### config.mk
export PLATFORM = sky130hd
export DESIGN_NAME = text_console_glyph_writer
export DESIGN_NICKNAME = d
export VERILOG_FILES = /design/src/rtl/tcgw_pkg.sv /design/src/rtl/text_console_glyph_writer.sv /design/src/rtl/tcgw_front.sv /design/src/rtl/tcgw_queue.sv /design/src/rtl/tcgw_back.sv
export SDC_FILE = /design/constraint.sdc
export NUM_CORES = 1
export LEC_CHECK = 0
export BUFFER_PORTS_ARGS = -buffer_cell sky130_fd_sc_hd__buf_2
export CAP_MARGIN = 20
export CORE_ASPECT_RATIO = 2
export CORE_MARGIN = 2
export CORE_UTILIZATION = 35
export CTS_CLUSTER_DIAMETER = 120
export CTS_CLUSTER_SIZE = 12
export DETAILED_ROUTE_END_ITERATION = 8
export GPL_TIMING_DRIVEN = 0
export PLACE_DENSITY = 0.5
export SYNTH_ARGS = -nofsm -noshare
export SYNTH_HDL_FRONTEND = slang
export SYNTH_SLANG_ARGS = --single-unit
### constraint.sdc
create_clock -name clk_i -period 8.7 [get_ports clk_i]
set_input_delay 2.175 -clock clk_i [delete_from_list [all_inputs] [get_ports clk_i]]
set_output_delay 2.175 -clock clk_i [all_outputs]
set_load 0.05 [all_outputs]
### src/rtl/tcgw_pkg.sv
// ----------------------------------------------------------------------------
// tcgw_pkg: shared types and constants of the text console glyph writer
// Font geometry, request codes, register indexes and the command and result
// records passed between the front end, the command queue and the back end.
// ----------------------------------------------------------------------------
package tcgw_pkg;

  // Font geometry
  localparam int unsigned FONT_W = 8;
  localparam int unsigned FONT_H = 16;
  localparam int unsigned ROW_W  = $clog2(FONT_H);

  // Command queue depth
  localparam int unsigned QDEPTH  = 2;
  localparam int unsigned QPTR_W  = (QDEPTH > 1) ? $clog2(QDEPTH) : 1;
  localparam int unsigned QCNT_W  = $clog2(QDEPTH + 1);

  // Request codes
  localparam logic [1:0] OP_CHAR   = 2'd0;
  localparam logic [1:0] OP_CURSOR = 2'd1;
  localparam logic [1:0] OP_CLEAR  = 2'd2;

  // Control characters
  localparam logic [7:0] CHR_LF = 8'd10;
  localparam logic [7:0] CHR_CR = 8'd13;

  // Result kinds
  localparam logic [1:0] KIND_GLYPH  = 2'd0;
  localparam logic [1:0] KIND_SCROLL = 2'd1;
  localparam logic [1:0] KIND_CLEAR  = 2'd2;

  // Register indexes
  localparam int unsigned CFG_IDX_W = 3;
  localparam logic [CFG_IDX_W-1:0] CFG_FG_COLOR  = 3'd0;
  localparam logic [CFG_IDX_W-1:0] CFG_BG_COLOR  = 3'd1;
  localparam logic [CFG_IDX_W-1:0] CFG_CON_W     = 3'd2;
  localparam logic [CFG_IDX_W-1:0] CFG_CON_H     = 3'd3;
  localparam logic [CFG_IDX_W-1:0] CFG_X_OFFSET  = 3'd4;
  localparam logic [CFG_IDX_W-1:0] CFG_Y_OFFSET  = 3'd5;

  // Register reset values
  localparam logic [31:0] FG_COLOR_RST  = 32'hFFFF_FFFF;
  localparam logic [31:0] BG_COLOR_RST  = 32'h0000_0000;
  localparam logic [11:0] CON_W_RST     = 12'd640;
  localparam logic [11:0] CON_H_RST     = 12'd480;
  localparam logic [9:0]  X_OFFSET_RST  = 10'd48;
  localparam logic [9:0]  Y_OFFSET_RST  = 10'd32;

  // Back end sequencer states
  typedef enum logic {
    BK_GLYPH,
    BK_SCROLL
  } back_state_e;

  // Work queued for the back end
  typedef struct packed {
    logic        glyph;
    logic        scroll;
    logic        clear;
    logic [7:0]  chr;
    logic [11:0] x;
    logic [11:0] y;
  } cmd_t;

  // One result item
  typedef struct packed {
    logic [1:0]  kind;
    logic [11:0] pixel_x;
    logic [11:0] pixel_y;
    logic [11:0] font_address;
    logic [31:0] set_color;
    logic [31:0] clear_color;
    logic        last;
  } res_t;

endpackage

### src/rtl/text_console_glyph_writer.sv
// ----------------------------------------------------------------------------
// text_console_glyph_writer: text console renderer
// Turns character, set-cursor and clear requests into glyph row writes,
// scroll commands and clear commands for an external font ROM and blitter.
// ----------------------------------------------------------------------------
// A request is taken whenever the two-entry command queue has room; the front
// end updates the pixel cursor at once, so set-cursor and ignored requests
// produce nothing. The back end emits exactly one result per cycle when a
// command is queued and the output is not stalled: a printable character
// gives one glyph row write per font row, plus a scroll result when it also
// scrolls; a newline or carriage return that scrolls and a clear give a
// single result. The back end sequencer's single result per cycle sets the
// sustained rate. Commands pass through the queue and results through an
// output register. Configure registers only while no request is pending.
// ----------------------------------------------------------------------------
module text_console_glyph_writer (
  input  logic                               clk_i,
  input  logic                               rst_ni,
  input  logic                               cfg_we_i,
  input  logic [tcgw_pkg::CFG_IDX_W-1:0]     cfg_index_i,
  input  logic [31:0]                        cfg_data_i,
  input  logic                               in_valid_i,
  output logic                               in_ready_o,
  input  logic [1:0]                         op_i,
  input  logic [7:0]                         chr_i,
  input  logic [8:0]                         cell_col_i,
  input  logic [7:0]                         cell_row_i,
  output logic                               out_valid_o,
  input  logic                               out_ready_i,
  output logic [1:0]                         kind_o,
  output logic [11:0]                        pixel_x_o,
  output logic [11:0]                        pixel_y_o,
  output logic [11:0]                        font_address_o,
  output logic [31:0]                        set_color_o,
  output logic [31:0]                        clear_color_o,
  output logic                               last_o
);
  import tcgw_pkg::*;

  logic [31:0] fg_color_q, bg_color_q;
  logic [11:0] con_w_q, con_h_q;
  logic [9:0]  x_offset_q, y_offset_q;
  logic        q_full, push, pop, head_valid;
  cmd_t        push_cmd, head_cmd;
  res_t        res;

  // Hold the configuration registers
  always_ff @(posedge clk_i or negedge rst_ni) begin
    if (!rst_ni) begin
      fg_color_q <= FG_COLOR_RST;
      bg_color_q <= BG_COLOR_RST;
      con_w_q    <= CON_W_RST;
      con_h_q    <= CON_H_RST;
      x_offset_q <= X_OFFSET_RST;
      y_offset_q <= Y_OFFSET_RST;
    end else if (cfg_we_i) begin
      case (cfg_index_i)
        CFG_FG_COLOR: fg_color_q <= cfg_data_i;
        CFG_BG_COLOR: bg_color_q <= cfg_data_i;
        CFG_CON_W:    con_w_q    <= cfg_data_i[11:0];
        CFG_CON_H:    con_h_q    <= cfg_data_i[11:0];
        CFG_X_OFFSET: x_offset_q <= cfg_data_i[9:0];
        CFG_Y_OFFSET: y_offset_q <= cfg_data_i[9:0];
        default: ;
      endcase
    end
  end

  tcgw_front u_front (
    .clk_i            (clk_i),
    .rst_ni           (rst_ni),
    .in_valid_i       (in_valid_i),
    .in_ready_o       (in_ready_o),
    .op_i             (op_i),
    .chr_i            (chr_i),
    .cell_col_i       (cell_col_i),
    .cell_row_i       (cell_row_i),
    .console_width_i  (con_w_q),
    .console_height_i (con_h_q),
    .x_offset_i       (x_offset_q),
    .y_offset_i       (y_offset_q),
    .q_full_i         (q_full),
    .push_o           (push),
    .cmd_o            (push_cmd)
  );

  tcgw_queue u_queue (
    .clk_i        (clk_i),
    .rst_ni       (rst_ni),
    .push_i       (push),
    .push_cmd_i   (push_cmd),
    .pop_i        (pop),
    .full_o       (q_full),
    .head_valid_o (head_valid),
    .head_cmd_o   (head_cmd)
  );

  tcgw_back u_back (
    .clk_i        (clk_i),
    .rst_ni       (rst_ni),
    .head_valid_i (head_valid),
    .head_cmd_i   (head_cmd),
    .pop_o        (pop),
    .fg_color_i   (fg_color_q),
    .bg_color_i   (bg_color_q),
    .out_valid_o  (out_valid_o),
    .out_ready_i  (out_ready_i),
    .res_o        (res)
  );

  // Drive the result fields
  assign kind_o         = res.kind;
  assign pixel_x_o      = res.pixel_x;
  assign pixel_y_o      = res.pixel_y;
  assign font_address_o = res.font_address;
  assign set_color_o    = res.set_color;
  assign clear_color_o  = res.clear_color;
  assign last_o         = res.last;

endmodule

### src/rtl/tcgw_front.sv
// ----------------------------------------------------------------------------
// tcgw_front: request intake and cursor tracking
// Accepts one request a cycle while the queue has room, updates the pixel
// cursor, and pushes a command for every request that yields results.
// ----------------------------------------------------------------------------
module tcgw_front (
  input  logic               clk_i,
  input  logic               rst_ni,
  input  logic               in_valid_i,
  output logic               in_ready_o,
  input  logic [1:0]         op_i,
  input  logic [7:0]         chr_i,
  input  logic [8:0]         cell_col_i,
  input  logic [7:0]         cell_row_i,
  input  logic [11:0]        console_width_i,
  input  logic [11:0]        console_height_i,
  input  logic [9:0]         x_offset_i,
  input  logic [9:0]         y_offset_i,
  input  logic               q_full_i,
  output logic               push_o,
  output tcgw_pkg::cmd_t     cmd_o
);
  import tcgw_pkg::*;

  logic [11:0] cur_x_q, cur_x_d;
  logic [11:0] cur_y_q, cur_y_d;
  logic        accept;
  logic [11:0] xo, yo;
  logic [11:0] wmax, htrunc, hmax;
  logic [12:0] x_a, x_b;
  logic [13:0] y_a, y_b, y_c;
  logic        is_ctrl, wrap, scroll;

  assign in_ready_o = !q_full_i;
  assign accept     = in_valid_i && in_ready_o;
  assign xo         = 12'(x_offset_i);
  assign yo         = 12'(y_offset_i);

  // Right and bottom limits, clamped at zero
  assign wmax   = (console_width_i > xo) ? console_width_i - xo : '0;
  assign htrunc = console_height_i - 12'(console_height_i % 12'(FONT_H));
  assign hmax   = (htrunc > yo) ? htrunc - yo : '0;

  // Advance the cursor for a character
  assign is_ctrl = (chr_i == CHR_LF) || (chr_i == CHR_CR);
  always_comb begin
    case (chr_i)
      CHR_LF: begin
        x_a = 13'(xo);
        y_a = 14'(cur_y_q) + 14'(FONT_H);
      end
      CHR_CR: begin
        x_a = 13'(xo);
        y_a = 14'(cur_y_q);
      end
      default: begin
        x_a = 13'(cur_x_q) + 13'(FONT_W);
        y_a = 14'(cur_y_q);
      end
    endcase
  end

  // Wrap at the right limit, then back up at the bottom limit
  assign wrap   = x_a >= 13'(wmax);
  assign x_b    = wrap ? 13'(xo) : x_a;
  assign y_b    = wrap ? y_a + 14'(FONT_H) : y_a;
  assign scroll = y_b >= 14'(hmax);
  assign y_c    = scroll ? y_b - 14'(FONT_H) : y_b;

  // Next cursor per request
  always_comb begin
    cur_x_d = cur_x_q;
    cur_y_d = cur_y_q;
    case (op_i)
      OP_CHAR: begin
        cur_x_d = scroll ? xo : x_b[11:0];
        cur_y_d = y_c[11:0];
      end
      OP_CURSOR: begin
        cur_x_d = 12'(12'(cell_col_i) * 12'(FONT_W)) + xo;
        cur_y_d = 12'(12'(cell_row_i) * 12'(FONT_H)) + yo;
      end
      OP_CLEAR: begin
        cur_x_d = xo;
        cur_y_d = yo;
      end
      default: begin
        cur_x_d = cur_x_q;
        cur_y_d = cur_y_q;
      end
    endcase
  end

  // Build the command for the back end; glyph rows and scroll only for characters
  always_comb begin
    cmd_o.glyph  = (op_i == OP_CHAR) && !is_ctrl;
    cmd_o.scroll = (op_i == OP_CHAR) && scroll;
    cmd_o.clear  = (op_i == OP_CLEAR);
    cmd_o.chr    = chr_i;
    cmd_o.x      = cur_x_q;
    cmd_o.y      = cur_y_q;
    case (op_i)
      OP_CHAR:  push_o = accept && (!is_ctrl || scroll);
      OP_CLEAR: push_o = accept;
      default:  push_o = 1'b0;
    endcase
  end

  // Hold the cursor
  always_ff @(posedge clk_i or negedge rst_ni) begin
    if (!rst_ni) begin
      cur_x_q <= 12'(X_OFFSET_RST);
      cur_y_q <= 12'(Y_OFFSET_RST);
    end else if (accept) begin
      cur_x_q <= cur_x_d;
      cur_y_q <= cur_y_d;
    end
  end

endmodule

### src/rtl/tcgw_queue.sv
// ----------------------------------------------------------------------------
// tcgw_queue: command queue between front end and back end
// Small register FIFO; the head entry is visible to the back end directly.
// ----------------------------------------------------------------------------
module tcgw_queue (
  input  logic           clk_i,
  input  logic           rst_ni,
  input  logic           push_i,
  input  tcgw_pkg::cmd_t push_cmd_i,
  input  logic           pop_i,
  output logic           full_o,
  output logic           head_valid_o,
  output tcgw_pkg::cmd_t head_cmd_o
);
  import tcgw_pkg::*;

  cmd_t              mem_q [QDEPTH];
  logic [QPTR_W-1:0] wr_ptr_q, wr_ptr_d;
  logic [QPTR_W-1:0] rd_ptr_q, rd_ptr_d;
  logic [QCNT_W-1:0] count_q, count_d;
  logic              do_push, do_pop;

  assign full_o       = (count_q == QCNT_W'(QDEPTH));
  assign head_valid_o = (count_q != '0);
  assign head_cmd_o   = mem_q[rd_ptr_q];
  assign do_push      = push_i && !full_o;
  assign do_pop       = pop_i && head_valid_o;

  // Advance pointers and fill count
  always_comb begin
    wr_ptr_d = wr_ptr_q;
    rd_ptr_d = rd_ptr_q;
    count_d  = count_q;
    if (do_push) begin
      wr_ptr_d = (wr_ptr_q == QPTR_W'(QDEPTH - 1)) ? '0 : wr_ptr_q + 1'b1;
    end
    if (do_pop) begin
      rd_ptr_d = (rd_ptr_q == QPTR_W'(QDEPTH - 1)) ? '0 : rd_ptr_q + 1'b1;
    end
    case ({do_push, do_pop})
      2'b10:   count_d = count_q + 1'b1;
      2'b01:   count_d = count_q - 1'b1;
      default: count_d = count_q;
    endcase
  end

  always_ff @(posedge clk_i or negedge rst_ni) begin
    if (!rst_ni) begin
      wr_ptr_q <= '0;
      rd_ptr_q <= '0;
      count_q  <= '0;
    end else begin
      wr_ptr_q <= wr_ptr_d;
      rd_ptr_q <= rd_ptr_d;
      count_q  <= count_d;
    end
  end

  // Store the entry
  always_ff @(posedge clk_i) begin
    if (do_push) begin
      mem_q[wr_ptr_q] <= push_cmd_i;
    end
  end

endmodule

### src/rtl/tcgw_back.sv
// ----------------------------------------------------------------------------
// tcgw_back: result sequencer
// Expands the head command into glyph row writes, scroll and clear results,
// one a cycle while the output is not stalled, into an output register.
// ----------------------------------------------------------------------------
module tcgw_back (
  input  logic           clk_i,
  input  logic           rst_ni,
  input  logic           head_valid_i,
  input  tcgw_pkg::cmd_t head_cmd_i,
  output logic           pop_o,
  input  logic [31:0]    fg_color_i,
  input  logic [31:0]    bg_color_i,
  output logic           out_valid_o,
  input  logic           out_ready_i,
  output tcgw_pkg::res_t res_o
);
  import tcgw_pkg::*;

  localparam logic [ROW_W-1:0] LAST_ROW = ROW_W'(FONT_H - 1);

  back_state_e      state_q, state_d;
  logic [ROW_W-1:0] row_q, row_d;
  logic             out_valid_q, out_valid_d;
  res_t             res_q, res_d;
  logic             emit;

  assign emit = head_valid_i && (!out_valid_q || out_ready_i);

  // Next state and row counter
  always_comb begin
    state_d = state_q;
    row_d   = row_q;
    if (emit) begin
      case (state_q)
        BK_GLYPH: begin
          if (head_cmd_i.glyph) begin
            if (row_q == LAST_ROW) begin
              row_d   = '0;
              state_d = head_cmd_i.scroll ? BK_SCROLL : BK_GLYPH;
            end else begin
              row_d = row_q + 1'b1;
            end
          end
        end
        BK_SCROLL: state_d = BK_GLYPH;
        default:   state_d = BK_GLYPH;
      endcase
    end
  end

  // Result for the current step
  always_comb begin
    res_d = '0;
    case (state_q)
      BK_GLYPH: begin
        if (head_cmd_i.clear) begin
          res_d.kind = KIND_CLEAR;
          res_d.last = 1'b1;
        end else if (head_cmd_i.glyph) begin
          res_d.kind         = KIND_GLYPH;
          res_d.pixel_x      = head_cmd_i.x;
          res_d.pixel_y      = head_cmd_i.y + 12'(row_q);
          res_d.font_address = 12'(12'(head_cmd_i.chr) * 12'(FONT_H)) + 12'(row_q);
          res_d.set_color    = fg_color_i;
          res_d.clear_color  = bg_color_i;
          res_d.last         = (row_q == LAST_ROW) && !head_cmd_i.scroll;
        end else begin
          res_d.kind = KIND_SCROLL;
          res_d.last = 1'b1;
        end
      end
      BK_SCROLL: begin
        res_d.kind = KIND_SCROLL;
        res_d.last = 1'b1;
      end
      default: res_d = '0;
    endcase
    pop_o       = emit && res_d.last;
    out_valid_d = emit || (out_valid_q && !out_ready_i);
  end

  always_ff @(posedge clk_i or negedge rst_ni) begin
    if (!rst_ni) begin
      state_q     <= BK_GLYPH;
      row_q       <= '0;
      out_valid_q <= 1'b0;
    end else begin
      state_q     <= state_d;
      row_q       <= row_d;
      out_valid_q <= out_valid_d;
    end
  end

  // Load the output register
  always_ff @(posedge clk_i) begin
    if (emit) begin
      res_q <= res_d;
    end
  end

  assign out_valid_o = out_valid_q;
  assign res_o       = res_q;

endmodule
After elaboration in Yosys (flattened, before gate mapping)
Memory sizes are Yosys's and may differ from the RTL's.
Cells that the tools add are included.
Widths: inputs -> output; s select.
{"block": "op_classes", "n_addsub": 16, "order_cmp": 4, "eq_ne": 13, "muxes": 27, "bitwise_logic": 2, "n_reduce_logical": 34}
{"operator": "$pmux 12 s3", "n": 2}
{"operator": "$mux 12", "n": 5}
{"operator": "$mux 14", "n": 2}
{"operator": "$add 12x10->12", "n": 2}
{"operator": "$add 12x4->12", "n": 2}
{"operator": "$gt 12x10->1", "n": 2}
{"operator": "$sub 12x10->12", "n": 2}
{"operator": "$eq 8x4->1 const B", "n": 2}
{"operator": "$add 14x5->14 const B", "n": 1}
{"operator": "$ge 14x12->1", "n": 1}
{"operator": "$reduce_and 2->1", "n": 7}
{"operator": "$add 12x4->13 const B", "n": 1}
{"operator": "$add 12x5->13 const B", "n": 1}
{"operator": "$ge 13x12->1", "n": 1}
{"operator": "$mux 13", "n": 1}
{"operator": "$sub 12x4->12", "n": 1}
{"operator": "$sub 12x5->12 const B", "n": 1}
{"operator": "$logic_and 1x1->1", "n": 10}
{"operator": "$mux 1", "n": 10}
{"operator": "$pmux 2 s2", "n": 2}
{"operator": "$eq 2x2->1 const B", "n": 3}
{"operator": "$eq 3x2->1 const B", "n": 2}
{"operator": "$eq 3x3->1 const B", "n": 2}
{"operator": "$pmux 1 s2", "n": 3}
{"operator": "other kinds (19)", "n": 30}
{"block": "word_totals", "register_bits": 245, "ramBits": 70, "inputBits": 67, "output_inout_bits": 105, "n_memories": 1}
{"name": "u_queue.mem_q", "words": 2, "word_bits": 35, "read_ports": 1, "rd_clocked_by_memory_dff": 0, "wr": 1, "line": "tcgw_queue.sv:17", "source": "cmd_t mem_q [QDEPTH];"}

Longest topological paths before layout
Gate-level depths: netlist of run 1.
{"block": "logic_depth", "word_depth": 12, "depth_mapped": 30, "mapped_depth_nobuf": 29}

Cells and area by module
Synthesis of run 1 repeated with hierarchy kept, for this count alone.
{"block": "unflattened", "hier_cells": 1274, "area_unflattened_um2": 15859.0}
{"module": "tcgw_front", "n_inst": 1, "cells_each": 621, "area_per_inst_um2": 4595.7, "seq_area_each_um2": 604.3}
{"module": "tcgw_back", "n_inst": 1, "cells_each": 293, "area_per_inst_um2": 4374.2, "seq_area_each_um2": 3243.1}
{"module": "text_console_glyph_writer", "n_inst": 1, "cells_each": 233, "area_per_inst_um2": 4141.5, "seq_area_each_um2": 2753.9}
{"module": "tcgw_queue", "n_inst": 1, "cells_each": 127, "area_per_inst_um2": 2747.6, "seq_area_each_um2": 2202.1}

Least setup slack after synthesis of run 1
OpenSTA, ideal clock, no wires.
{"block": "synth_path", "path_kind": "input -> register", "startpoint": "input port chr_i[5]", "endpoint": "memory u_queue.mem_q[0][0] (netlist name) (enable)", "setup_ns": 0.427, "arrival_time_ns": 7.624, "required_ns": 8.273, "path_slack_ns": 0.648, "stages": 18, "n_path_buf": 1, "path_cell_list": "nor4_1 -> o211ai_1 -> clkbuf_1 -> nor2_1 -> a21oi_1 -> ha_1 -> and4_1 -> a31oi_1 -> a21boi_1 -> o311ai_1 -> or3_1 -> and2_1 -> ha_1 -> and4_1 -> o2111ai_1 -> o311a_1 -> a311o_1 -> nor2_1"}
{"block": "synth_between", "elab_chain_len": 12}
{"element": "start: declaration", "line": "text_console_glyph_writer.sv:25", "source": "input logic [7:0] chr_i,"}
{"element": "$eq 8x4->1", "line": "tcgw_front.sv:45, tcgw_front.sv:47"}
{"element": "$reduce_or 2->1 (no source line)"}
{"element": "$mux 13", "line": "tcgw_front.sv:47", "source": "case (chr_i)"}
{"element": "$ge 13x12->1", "line": "tcgw_front.sv:64", "source": "assign wrap = x_a >= 13'(wmax);"}
{"element": "$mux 14", "line": "tcgw_front.sv:66", "source": "assign y_b = wrap ? y_a + 14'(FONT_H) : y_a;"}
{"element": "$ge 14x12->1", "line": "tcgw_front.sv:67", "source": "assign scroll = y_b >= 14'(hmax);"}
{"element": "$logic_or 1x1->1 *", "line": "tcgw_front.sv:103", "source": "OP_CHAR: push_o = accept && (!is_ctrl || scroll);"}
{"element": "$logic_and 1x1->1 *", "line": "tcgw_front.sv:103"}
{"element": "$pmux 1 s2 *", "line": "tcgw_front.sv:102", "source": "case (op_i)"}
{"element": "$logic_and 1x1->1 *", "line": "tcgw_queue.sv:26", "source": "assign do_push = push_i && !full_o;"}
{"element": "$mux 1 *", "line": "tcgw_queue.sv:61", "source": "if (do_push) begin"}
{"element": "$mux 1 (implied by the code) *", "line": "tcgw_queue.sv:62", "source": "mem_q[wr_ptr_q] <= push_cmd_i;"}
{"element": "end: declaration", "line": "tcgw_queue.sv:17"}
Every way passes the cells marked *; elsewhere a longest branch is shown, timed or not.

Worst setup path after layout of run 1
{"block": "layout_path", "startpoint": "input port chr_i[0]", "endpoint": "register u_front.cur_x_q[4]"}
{"block": "layout_between", "elab_chain_len": 8}
{"element": "$eq 8x4->1", "line": "tcgw_front.sv:47"}
{"element": "$reduce_or 2->1 (no source line)"}
{"element": "$mux 13", "line": "tcgw_front.sv:47"}
{"element": "$ge 13x12->1", "line": "tcgw_front.sv:64"}
{"element": "$mux 14", "line": "tcgw_front.sv:66"}
{"element": "$ge 14x12->1", "line": "tcgw_front.sv:67"}
{"element": "$mux 12 *", "line": "tcgw_front.sv:76", "source": "cur_x_d = scroll ? xo : x_b[11:0];"}
{"element": "$pmux 12 s3 *", "line": "tcgw_front.sv:74", "source": "case (op_i)"}
{"element": "end signal: assignment", "line": "tcgw_front.sv:112", "source": "cur_x_q <= 12'(X_OFFSET_RST);"}
{"element": "end signal: assignment", "line": "tcgw_front.sv:115", "source": "cur_x_q <= cur_x_d;"}
{"element": "end: declaration", "line": "tcgw_front.sv:25", "source": "logic [11:0] cur_x_q, cur_x_d;"}
Marked as above.
A chain may end at the register's enable or synchronous reset.

==> run_results.csv, run 1 <==
group,metric,value,unit
outcome,outcome,"complete, no violations",
setup_path,required,9.18,ns
clock_network,clkSinkCount,311,
power,p_clk_share,18.6,%
placement,place_area,16800,um^2
floorplan,die_x,151.1,um
global_route,antenna_found_initial,2,
finish,final_common_cell,"edfxtp_1",
logic_synthesis,async_flop_share,44.37,%
detailed_routing,drt_wl_total,39180,um
global_route,grt_usage,17.57,%
logic_synthesis,synthFlopType,"edfxtp_1",
detailed_routing,post-route-drc-count,0,
power,sw_frac_of_total,42.15,%
detailed_routing,drtIter0Drc,363,
global_route,grt_start_max_net_pins,72,
logic_synthesis,netlist_area,15150,um^2
clock_network,cts_tree,"built",
placement,placed_cells,1933,
clock_network,clock_latency,0.57,ns
placement,place_hpwl,29580,um
power,comb_power_share,44.2,%
finish,fill_cells,4106,
global_route,grt.met1_usage,18.12,%
setup_path,crit_arrival,8.82,ns
logic_synthesis,synth_area_leaders,"edfxtp_1 (34%), dfrtp_1 (16%), dfstp_2 (7.6%)",
sta,tightest_slew,1.032,ns
clock_network,cts-resized-gates,0,
setup_path,crit_buf_inv,2,
sta,max_clock_freq,119.9,MHz
setup_path,path_delay_family,"compound AO/OA/AOI/OAI gates",
global_route,use_met2,33.95,%
global_route,gr-max-usage-layer,"met2",
sta,finalSetupViolations,0,
detailed_routing,firstDrtPassIters,4,
logic_synthesis,synth_area_leader_cell,"edfxtp_1",
floorplan,core,42710,um^2
setup_path,worst_path_largest_cell_delay,0.92,ns
logic_synthesis,synth-edff-count,173,
sta,slew_violations,0,
global_route,grt_overflow_total,0,
hold_path,hold_class,"reg2reg",
finish,area_growth,16.38,%
clock_network,clockBufferDepth,3,
power,p_leak,7.215,nW
logic_synthesis,yosys.area.top_type_share,34.29,%
floorplan,initial_core_util,35.47,%
sta,finalHoldViolCount,0,
floorplan,dieArea,45060,um^2
finish,layout_common_cells,"edfxtp_1 (173), buf_2 (169), mux2_2 (102), dfrtp_1 (94), nand2_1 (85)",
global_route,grt_pass1_wl,60350,um
finish,regArea,8703,um^2
finish,stdcell_count,1989,
sta,hold_slack,0.4867,ns
detailed_routing,avgViaCountPerCell,5.026,
floorplan,die-height,298.2,um
logic_synthesis,synth_cell_types,82,
setup_path,critPathLaunchType,"input pin",
finish,drive_gt1_share,26.28,%
sta,layout_min_cycle_time,8.341,ns
power,powerDensity,360.2,nW/um^2
setup_path,path_cells,"buf_2, and3b_1, o211ai_1, clkbuf_1, a21oi_1, ha_1, and4_1, a31oi_1, a21boi_1, o31ai_1, o41ai_1, xor2_1, ha_1, and4_1, o2111ai_1, o311ai_2, nor2_1, a21oi_2, a21oi_1, o21ai_0",
clock_network,post-cts-setup-buffers,0,
floorplan,rows,107,
finish,fin_nets,1557,
global_route,grt_use_met3,2.588,%
power,cellInternalPower,0.003674,W
setup_path,slowest_stage,"o311ai_2",
placement,portBuffers,169,
sta,relSlewSlack,31.08,%
sta,fin_skew,0.01022,ns
clock_network,clkSlewWorstSetupHoldPaths,0.07,ns
sta,min_period_over_period,95.88,%
power,power_frac_seq,37.2,%
sta,rsz0062_at_grt,"no",
finish,multiInputGateArea,6107,um^2
placement,gp_congestion,0.8499,
detailed_routing,wl_per_cell,19.70,um
logic_synthesis,syn_nets,1353,
logic_synthesis,ys_seq_elements,311,
global_route,first_global_vias,10690,
setup_path,cp_max_fo,10,
logic_synthesis,synthCells,1215,
logic_synthesis,yosys_warnings,0,
power,p_sw,0.002677,W
clock_network,cts_buffers,29,
floorplan,top_level_ports,172,
power,ir_drop,0.2025,mV
finish,finalInstanceArea,17630,um^2
logic_synthesis,syn_area_per_cell,12.47,um^2
setup_path,endpoint_kind,"flop",
flow_run,maxCapViolations,0,
clock_network,cts-htree-levels,1,
detailed_routing,ant_nets,0,
clock_network,cts_root_buf,"clkbuf_16",
clock_network,hold_buffers,0,
setup_path,path_class,"in2reg",
logic_synthesis,yosysSeqAreaShare,57.45,%
detailed_routing,via_count,9997,
cell usage after synthesis (all sizes together) (4+ instances only):
cell / count
and4: 5
fa: 4
ha: 67
a211oi: 5
nand2b: 12
nor4b: 4
dfstp: 44
nand2: 85
mux2: 103
a21o: 13
mux2i: 32
a31oi: 7
nand3: 23
o21bai: 6
nor2b: 16
edfxtp: 173
nor3: 10
nor4: 6
nor2: 75
and3: 7
o41ai: 6
or3: 7
o21ai: 59
or2: 5
dfrtp: 94
inv: 47
clkbuf: 37
o31ai: 8
a2111oi: 5
a21oi: 43
buf: 8
o211ai: 5
and3b: 4
a22oi: 4
nand4: 10
and2: 76
xor2: 22
xnor2: 36
power groups by stage:
stage | registers (W) | clock network (W) | logic [W]
2_1_floorplan | 0.00302 | 0 | 0.00146
3_3_place_gp | 0.00241 | 0 | 0.00278
3_5_place_dp | 0.00239 | 0 | 0.00284
4_1_cts | 0.00237 | 0.00123 | 0.00285
5_1_grt | 0.00242 | 0.00128 | 0.00307
6_report | 0.00236 | 0.00118 | 0.00281
through the flow:
stage          setup TNS, ns  util, %  power [W]  setup slack, ns
2_1_floorplan              0        -   0.004487           0.6485
3_3_place_gp         -134.22    39.05   0.005193           -1.918
3_5_place_dp         -0.7827    39.34   0.005233          -0.1917
4_1_cts                    0    41.27   0.006448           0.3930
5_1_grt                    0    41.27   0.006769          0.02380
6_report                   0    41.28   0.006351           0.3588
logic make-up (layout without fill, tap and decap cells):
logic type / Yosys count / in the layout / share of synthesized area (%)
flip-flops: 311 / 311 / 57.45
AND/OR/NAND/NOR: 357 / 357 / 12.61
other: 0 / 2 / 0
adder cells (fa/ha/maj): 71 / 71 / 6.062
XOR/XNOR: 59 / 59 / 3.502
AO/OA/AOI/OAI: 189 / 189 / 8.210
buffers and inverters: 93 / 320 / 2.370
multiplexers: 135 / 135 / 9.795
flip-flops by register name, summed over array words and instances (netlist names):
register / cells
u_back.res_o: 103
u_queue.mem_q: 70
bg_color_q: 32
fg_color_q: 32
con_w_q: 12
u_front.cur_x_q: 12
u_front.cur_y_q: 12
x_offset_q: 10
y_offset_q: 10
con_h_q: 8
u_back.row_q: 4
u_queue.count_q: 2
u_back.out_valid_o: 1
u_back.state_q: 1
u_queue.rd_ptr_q: 1
u_queue.wr_ptr_q: 1
cell type report:
type	count	area share (%)
buffer	45	1.008
antenna	2	0.02839
clock inverter	1	0.04968
multi-input combinational	811	34.64
tap	545	3.868
sequential	311	49.36
timing repair buffer	173	5.372
inverter	48	1.043
clock buffer	53	4.627
worst register-to-register path: cells and delay by family (launching register included):
kind	cells	cell delay, ns
AO/OA/AOI/OAI	15	4.13
AND/OR/NAND/NOR	6	1.13
adder cells (fa/ha/maj)	4	1.20
buffers and inverters	1	0.32
flip-flops	1	0.43
XOR/XNOR	1	0.44
per-layer routing:
layer | wire (um) | up-vias | share of wire, %
met2 | 21660 | 231 | 55
met3 | 1486 | 90 | 3.8
met1 | 14230 | 4866 | 36
li1 | - | 4806 | -
met5 | 24 | - | 0.061
met4 | 1785 | 4 | 4.6
worst paths after layout:
kind | slack (ns) | cells after the start | startpoint | end
hold reg to reg | 0.49 | 0 | u_front.cur_y_q[6] | u_queue.mem_q[1][6]
setup / recovery | 0.36 | 20 | chr_i[0] | u_front.cur_x_q[4]
setup reg to reg | 0.94 | 27 | x_offset_q[0] | u_front.cur_x_q[4]
hold / removal | 0.49 | 0 | u_front.cur_y_q[6] | u_queue.mem_q[1][6]
max in group asynchronous | 6.21 | 2 | rst_ni | fg_color_q[14]
min in group asynchronous | 1.61 | 1 | rst_ni | x_offset_q[7]
(Power assumes the default switching activity.)
==> inputs of run 2 (changes only) <==
- CORE_UTILIZATION: 35 -> 55
- PLACE_DENSITY: 0.5 -> 0.76
==> run 2 against run 1 <==
  * Die area fell by 36%
  * Maximum frequency up 4.4%
  * Clock power hardly changed
  * Sequential share of layout area up 0.67 points
  * Sequential power is essentially flat
  * Global-route usage up 5.8 points
  * Highest routed layer is now met4
  * Core utilization is 22 points higher
  * Worst setup slack better by 0.35 ns
==> run_results.csv, run 2 (synthesis results as in run 1) <==
group,metric,value,unit
detailed_routing,drt_wl_total,33940,um
hold_path,hold_class,"reg2reg",
placement,place_hpwl,25130,um
detailed_routing,routed-wl-met3,1693,um
outcome,outcome,"complete, no violations",
clock_network,cts_root_buf,"clkbuf_16",
clock_network,clock_latency,0.57,ns
setup_path,required,8.95,ns
power,powerDensity,363.4,nW/um^2
sta,finalHoldViolCount,0,
sta,max_clock_freq,125.2,MHz
finish,multiInputGateArea,6102,um^2
finish,n_antenna_cell,0,
floorplan,initial_core_util,55.43,%
sta,layout_min_cycle_time,7.989,ns
finish,fill_cells,2107,
placement,place_area,16560,um^2
sta,hold_slack,0.4934,ns
setup_path,worst_path_largest_cell_delay,0.67,ns
global_route,grt_overflow_total,0,
finish,finalCoreUtilization,63.65,%
placement,gp_congestion,0.8861,
sta,min_period_over_period,91.83,%
setup_path,path_cells,"buf_2, and3b_1, o211ai_1, clkbuf_1, o21ai_0, ha_1, and4_1, a31oi_1, a21boi_1, o31ai_1, o41ai_1, xor2_1, ha_1, and4_1, o2111ai_1, o311a_1, a311o_1, nor2_4, buf_12",
global_route,antenna_found_initial,0,
floorplan,die-height,238.7,um
floorplan,core,27330,um^2
sta,relSlewSlack,22.29,%
finish,area_growth,14.82,%
setup_path,critPathLaunchType,"input pin",
setup_path,r2r_slack,1.06,ns
clock_network,post-cts-setup-buffers,0,
detailed_routing,ant_nets,0,
setup_path,slowest_stage,"a21boi_1",
detailed_routing,route.layer.met1.wl,13250,um
clock_network,clkSinkCount,311,
setup_path,path_class,"in2reg",
clock_network,clockBufferDepth,3,
clock_network,cts_buffers,29,
clock_network,cts-htree-levels,1,
detailed_routing,route.met2.wl,17930,um
setup_path,endpoint,"u_queue.mem_q[0][26]",
setup_path,cp_max_fo,27,
detailed_routing,drtIter0Drc,612,
detailed_routing,firstDrtPassIters,5,
clock_network,cts_tree,"built",
setup_path,worstRegToRegCells,26,
sta,rsz0062_at_grt,"no",
finish,finalInstanceArea,17400,um^2
finish,layout_common_cells,"edfxtp_1 (173), buf_2 (170), mux2_2 (102), dfrtp_1 (94), nand2_1 (85)",
floorplan,die_x,121.4,um
detailed_routing,wl_per_cell,18.91,um
finish,regArea,8703,um^2
finish,drive_gt1_share,26.26,%
clock_network,clkSlewWorstSetupHoldPaths,0.06,ns
detailed_routing,avgViaCountPerCell,5.663,
global_route,first_global_vias,10090,
finish,largest_reg_flops,103,
setup_path,endpoint_kind,"flop",
sta,tightest_slew,1.136,ns
clock_network,cts-resized-gates,0,
power,ir_drop,0.2332,mV
detailed_routing,post-route-drc-count,0,
global_route,grt_usage,23.34,%
clock_network,hold_buffers,0,
sta,fin_setup_tns,0,ns
sta,finalSetupViolations,0,
sta,fin_skew,0.01998,ns
sta,slew_violations,0,
global_route,grt_start_max_net_pins,75,
floorplan,top_level_ports,172,
setup_path,r2r-start,"x_offset_q[0]",
finish,final_common_cell,"edfxtp_1",
power,p_leak,7.224,nW
detailed_routing,routed.top_layer,"met4",
global_route,grt_pass1_wl,52540,um
floorplan,rows,86,
setup_path,reg2reg_to,"u_queue.mem_q[0][26]",
flow_run,maxCapViolations,0,
placement,portBuffers,169,
setup_path,critPathLaunch,"chr_i[0]",
setup_path,crit_arrival,8.24,ns
finish,fin_nets,1558,
floorplan,dieArea,28970,um^2
detailed_routing,via_count,10170,
## run 2: worst max-delay path: cells and delay by family
| family | cells | cell delay (ns) |
|---|---|---|
| simple gates | 4 | 0.95 |
| fa+ha+maj | 2 | 0.54 |
| compound gates | 9 | 3.37 |
| buf+inv | 3 | 0.81 |
| xor+xnor | 1 | 0.37 |
## run 2: power by group
| part | internal, W | switching [W] | leakage [nW] |
|---|---|---|---|
| clock network | 0.000630 | 0.000518 | 0.396 |
| registers | 0.00212 | 0.000253 | 3.29 |
| logic | 0.000929 | 0.00187 | 3.54 |
## run 2: metrics by stage
stage	total power (W)	std cells	worst slack, ns
5_1_grt	0.006682	1795	0.5194
3_3_place_gp	0.005085	1736	-1.409
2_1_floorplan	0.004487	1215	0.6485
6_report	0.006322	1795	0.7107
3_5_place_dp	0.005187	1741	0.2674
4_1_cts	0.006350	1795	0.7928
## run 2: metal layers
metal	vias to the layer above	global-route usage, %
li1	4808	-
met1	4981	28.99
met2	318	41.91
met3	58	2.409
met4	0	8.325
met5	-	0
## run 2: how the worst min path moves through the flow
stage	end	depth (start not counted)	slack, ns	from
2_1_floorplan	u_queue.mem_q[0][6]	0	0.44	u_front.cur_y_q[6]
3_3_place_gp	u_queue.mem_q[1][6]	0	0.47	u_front.cur_y_q[6]
3_5_place_dp	bg_color_q[31]	1	0.49	bg_color_q[31]
4_1_cts	bg_color_q[31]	1	0.50	bg_color_q[31]
5_1_grt	bg_color_q[26]	1	0.51	bg_color_q[26]
6_report	u_back.out_valid_o	2	0.49	u_back.out_valid_o
## run 2: final cells by class
class / instances / area share (%)
well taps: 352 / 2.532
clock buffers: 53 / 4.690
inverters: 48 / 1.057
repair buffers: 174 / 5.474
plain buffers: 45 / 1.021
flip-flops and latches: 311 / 50.03
multi-input cells: 811 / 35.08
clock inverters: 1 / 0.1151
==> inputs of run 3 (changes only) <==
- ABC_AREA: default -> 1
==> run 3 against run 2 <==
  * Combinational power grew 10%
  * Largest cell class unchanged
  * Critical endpoint is now u_queue.count_q[1]
  * Highest routed layer unchanged
  * Die area grew 2.5%
  * Worst setup slack gained 1.2 ns
==> run_results.csv, run 3 <==
group,metric,value,unit
clock_network,clock_latency,0.58,ns
global_route,grt_start_max_net_pins,74,
floorplan,initial_core_util,55.57,%
sta,tightest_slew,0.8199,ns
sta,fin_skew,0.03007,ns
placement,gp_congestion,0.9180,
finish,drive_gt1_share,17.05,%
logic_synthesis,synth.top_cells.by_count,"nand2_1 (408), inv_1 (236), edfxtp_1 (173)",
placement,post-place-ws,1.361,ns
flow_run,maxCapViolations,0,
placement,place_hpwl,26110,um
setup_path,required,9.15,ns
setup_path,path_class,"in2reg",
logic_synthesis,yosysSeqAreaShare,55.99,%
detailed_routing,wl_per_cell,15.87,um
detailed_routing,drt_wl_total,36200,um
finish,area_growth,14.49,%
logic_synthesis,syn_nets,1834,
detailed_routing,post-route-drc-count,0,
detailed_routing,ant_nets,0,
sta,rsz0062_at_grt,"no",
finish,fill_cells,2326,
logic_synthesis,synth_area_leaders,"edfxtp_1 (33%), dfrtp_1 (15%), nand2_1 (9.9%)",
global_route,first_global_vias,11510,
global_route,grt_pass1_wl,57490,um
floorplan,core,27980,um^2
power,ir_drop,0.1994,mV
logic_synthesis,synth_cell_types,55,
logic_synthesis,yosys_warnings,0,
floorplan,die_x,122.9,um
sta,layout_min_cycle_time,6.774,ns
setup_path,slowest_stage,"clkbuf_1",
detailed_routing,via_count,11990,
sta,slew_violations,0,
logic_synthesis,synthFlopType,"edfxtp_1",
power,power,0.006594,W
global_route,grt_usage,24.59,%
power,p_leak,8.305,nW
placement,portBuffers,171,
global_route,grt_overflow_total,0,
clock_network,post-cts-setup-buffers,0,
clock_network,cts-resized-gates,0,
sta,relSlewSlack,45.34,%
clock_network,hold_buffers,0,
logic_synthesis,yosys.area.top_type_share,33.42,%
clock_network,clkSlewWorstSetupHoldPaths,0.06,ns
sta,finalHoldViolCount,0,
detailed_routing,firstDrtPassIters,5,
setup_path,crit_arrival,7.22,ns
clock_network,cts_root_buf,"clkbuf_16",
finish,fin_nets,2040,
logic_synthesis,netlist_area,15540,um^2
finish,final_common_cell,"nand2_1",
clock_network,cts_tree,"built",
setup_path,worst_path_largest_cell_delay,0.49,ns
setup_path,cp_common_cell,"nand2_1",
clock_network,clockBufferDepth,3,
setup_path,critPathLaunchType,"input pin",
logic_synthesis,synthCells,1696,
logic_synthesis,syn_area_per_cell,9.166,um^2
floorplan,rows,87,
setup_path,cp_max_fo,10,
sta,max_clock_freq,147.6,MHz
detailed_routing,drtIter0Drc,725,
detailed_routing,avgViaCountPerCell,5.257,
logic_synthesis,async_flop_share,44.37,%
floorplan,die-height,241.8,um
outcome,outcome,"complete, no violations",
logic_synthesis,synth-edff-count,173,
sta,min_period_over_period,77.87,%
sta,finalSetupViolations,0,
clock_network,cts-htree-levels,1,
power,powerDensity,370.5,nW/um^2
floorplan,top_level_ports,172,
clock_network,cts_buffers,29,
logic_synthesis,synth_area_leader_cell,"edfxtp_1",
global_route,antenna_found_initial,1,
finish,layout_common_cells,"nand2_1 (408), inv_1 (235), buf_2 (182), edfxtp_1 (173), o21ai_0 (166)",
setup_path,endpoint_kind,"flop",
finish,largest_reg_flops,103,
sta,worst_slack,1.926,ns
logic_synthesis,yosysMostFrequentCell,"nand2_1",
hold_path,hold_class,"reg2reg",
floorplan,dieArea,29710,um^2
clock_network,clkSinkCount,311,
logic_synthesis,ys_seq_elements,311,
-- run 3: final timing paths --
path                                             to  slack (ns)  depth (start not counted)               start
worst max-delay path             u_queue.count_q[1]        1.93                         38            chr_i[1]
worst min-delay path            u_queue.mem_q[1][0]        0.47                          0  u_front.cur_y_q[0]
worst max register to register   u_queue.count_q[1]        2.67                         36       x_offset_q[0]
worst min register to register  u_queue.mem_q[1][0]        0.47                          0  u_front.cur_y_q[0]
max in group asynchronous            fg_color_q[10]        6.19                          2              rst_ni
min in group asynchronous        u_front.cur_y_q[8]        1.61                          1              rst_ni
-- run 3: worst max-delay path: cells and delay by family --
| family | cells | cell delay (ns) |
|---|---|---|
| and+or+nand+nor | 19 | 1.85 |
| buffers and inverters | 8 | 1.19 |
| AOI/OAI and AO/OA | 7 | 0.92 |
| adders and majority gates | 3 | 0.90 |
| xor gates and xnor gates | 1 | 0.16 |
-- run 3: cells by family after synthesis --
group | Yosys count | share of synthesized area, %
compound gates | 286 | 10.00
simple gates | 706 | 19.29
flops | 311 | 55.99
xor+xnor | 17 | 0.9578
fa+ha+maj | 71 | 5.908
buf+inv | 300 | 7.526
mux | 5 | 0.3220
-- run 3: area by class of cell --
class,count,area [um^2],share of cell area (%)
flip-flops and latches,311,8703,48.90
well taps,356,445.4,2.503
inverters,245,924.6,5.195
clock buffers,52,812.0,4.563
multi-input cells,1085,5684,31.94
repair buffers,175,957.2,5.378
clock inverters,1,20.02,0.1125
plain buffers,55,247.7,1.392
diodes,1,2.502,0.01406
-- run 3: routing by layer --
layer	vias up	part of all wire, %	routed length, um	GRT usage, %
met5	-	0	0	0
met2	304	52	18670	42.70
li1	5939	-	-	-
met1	5669	40	14590	30.69
met4	0	3.8	1379	10.18
met3	80	4.3	1557	2.689
-- run 3: metrics by stage --
stage	setup TNS (ns)	instances	utilization, %	area (um^2)	hold WS [ns]
CTS	0	2280	63.61	17790	0.4842
detailed placement	0	2227	60.63	16960	0.4732
floorplan	0	1696	-	15540	0.4421
global placement	-11.26	2223	60.22	16850	0.4576
global route	0	2281	63.62	17800	0.4925
finish	0	2281	63.62	17800	0.4700
-- run 3: where the power goes --
group	internal, W	switching [W]
Combinational	0.000897	0.00219
Clock	0.000628	0.000530
Sequential	0.00212	0.000238
Total	0.00364	0.00295
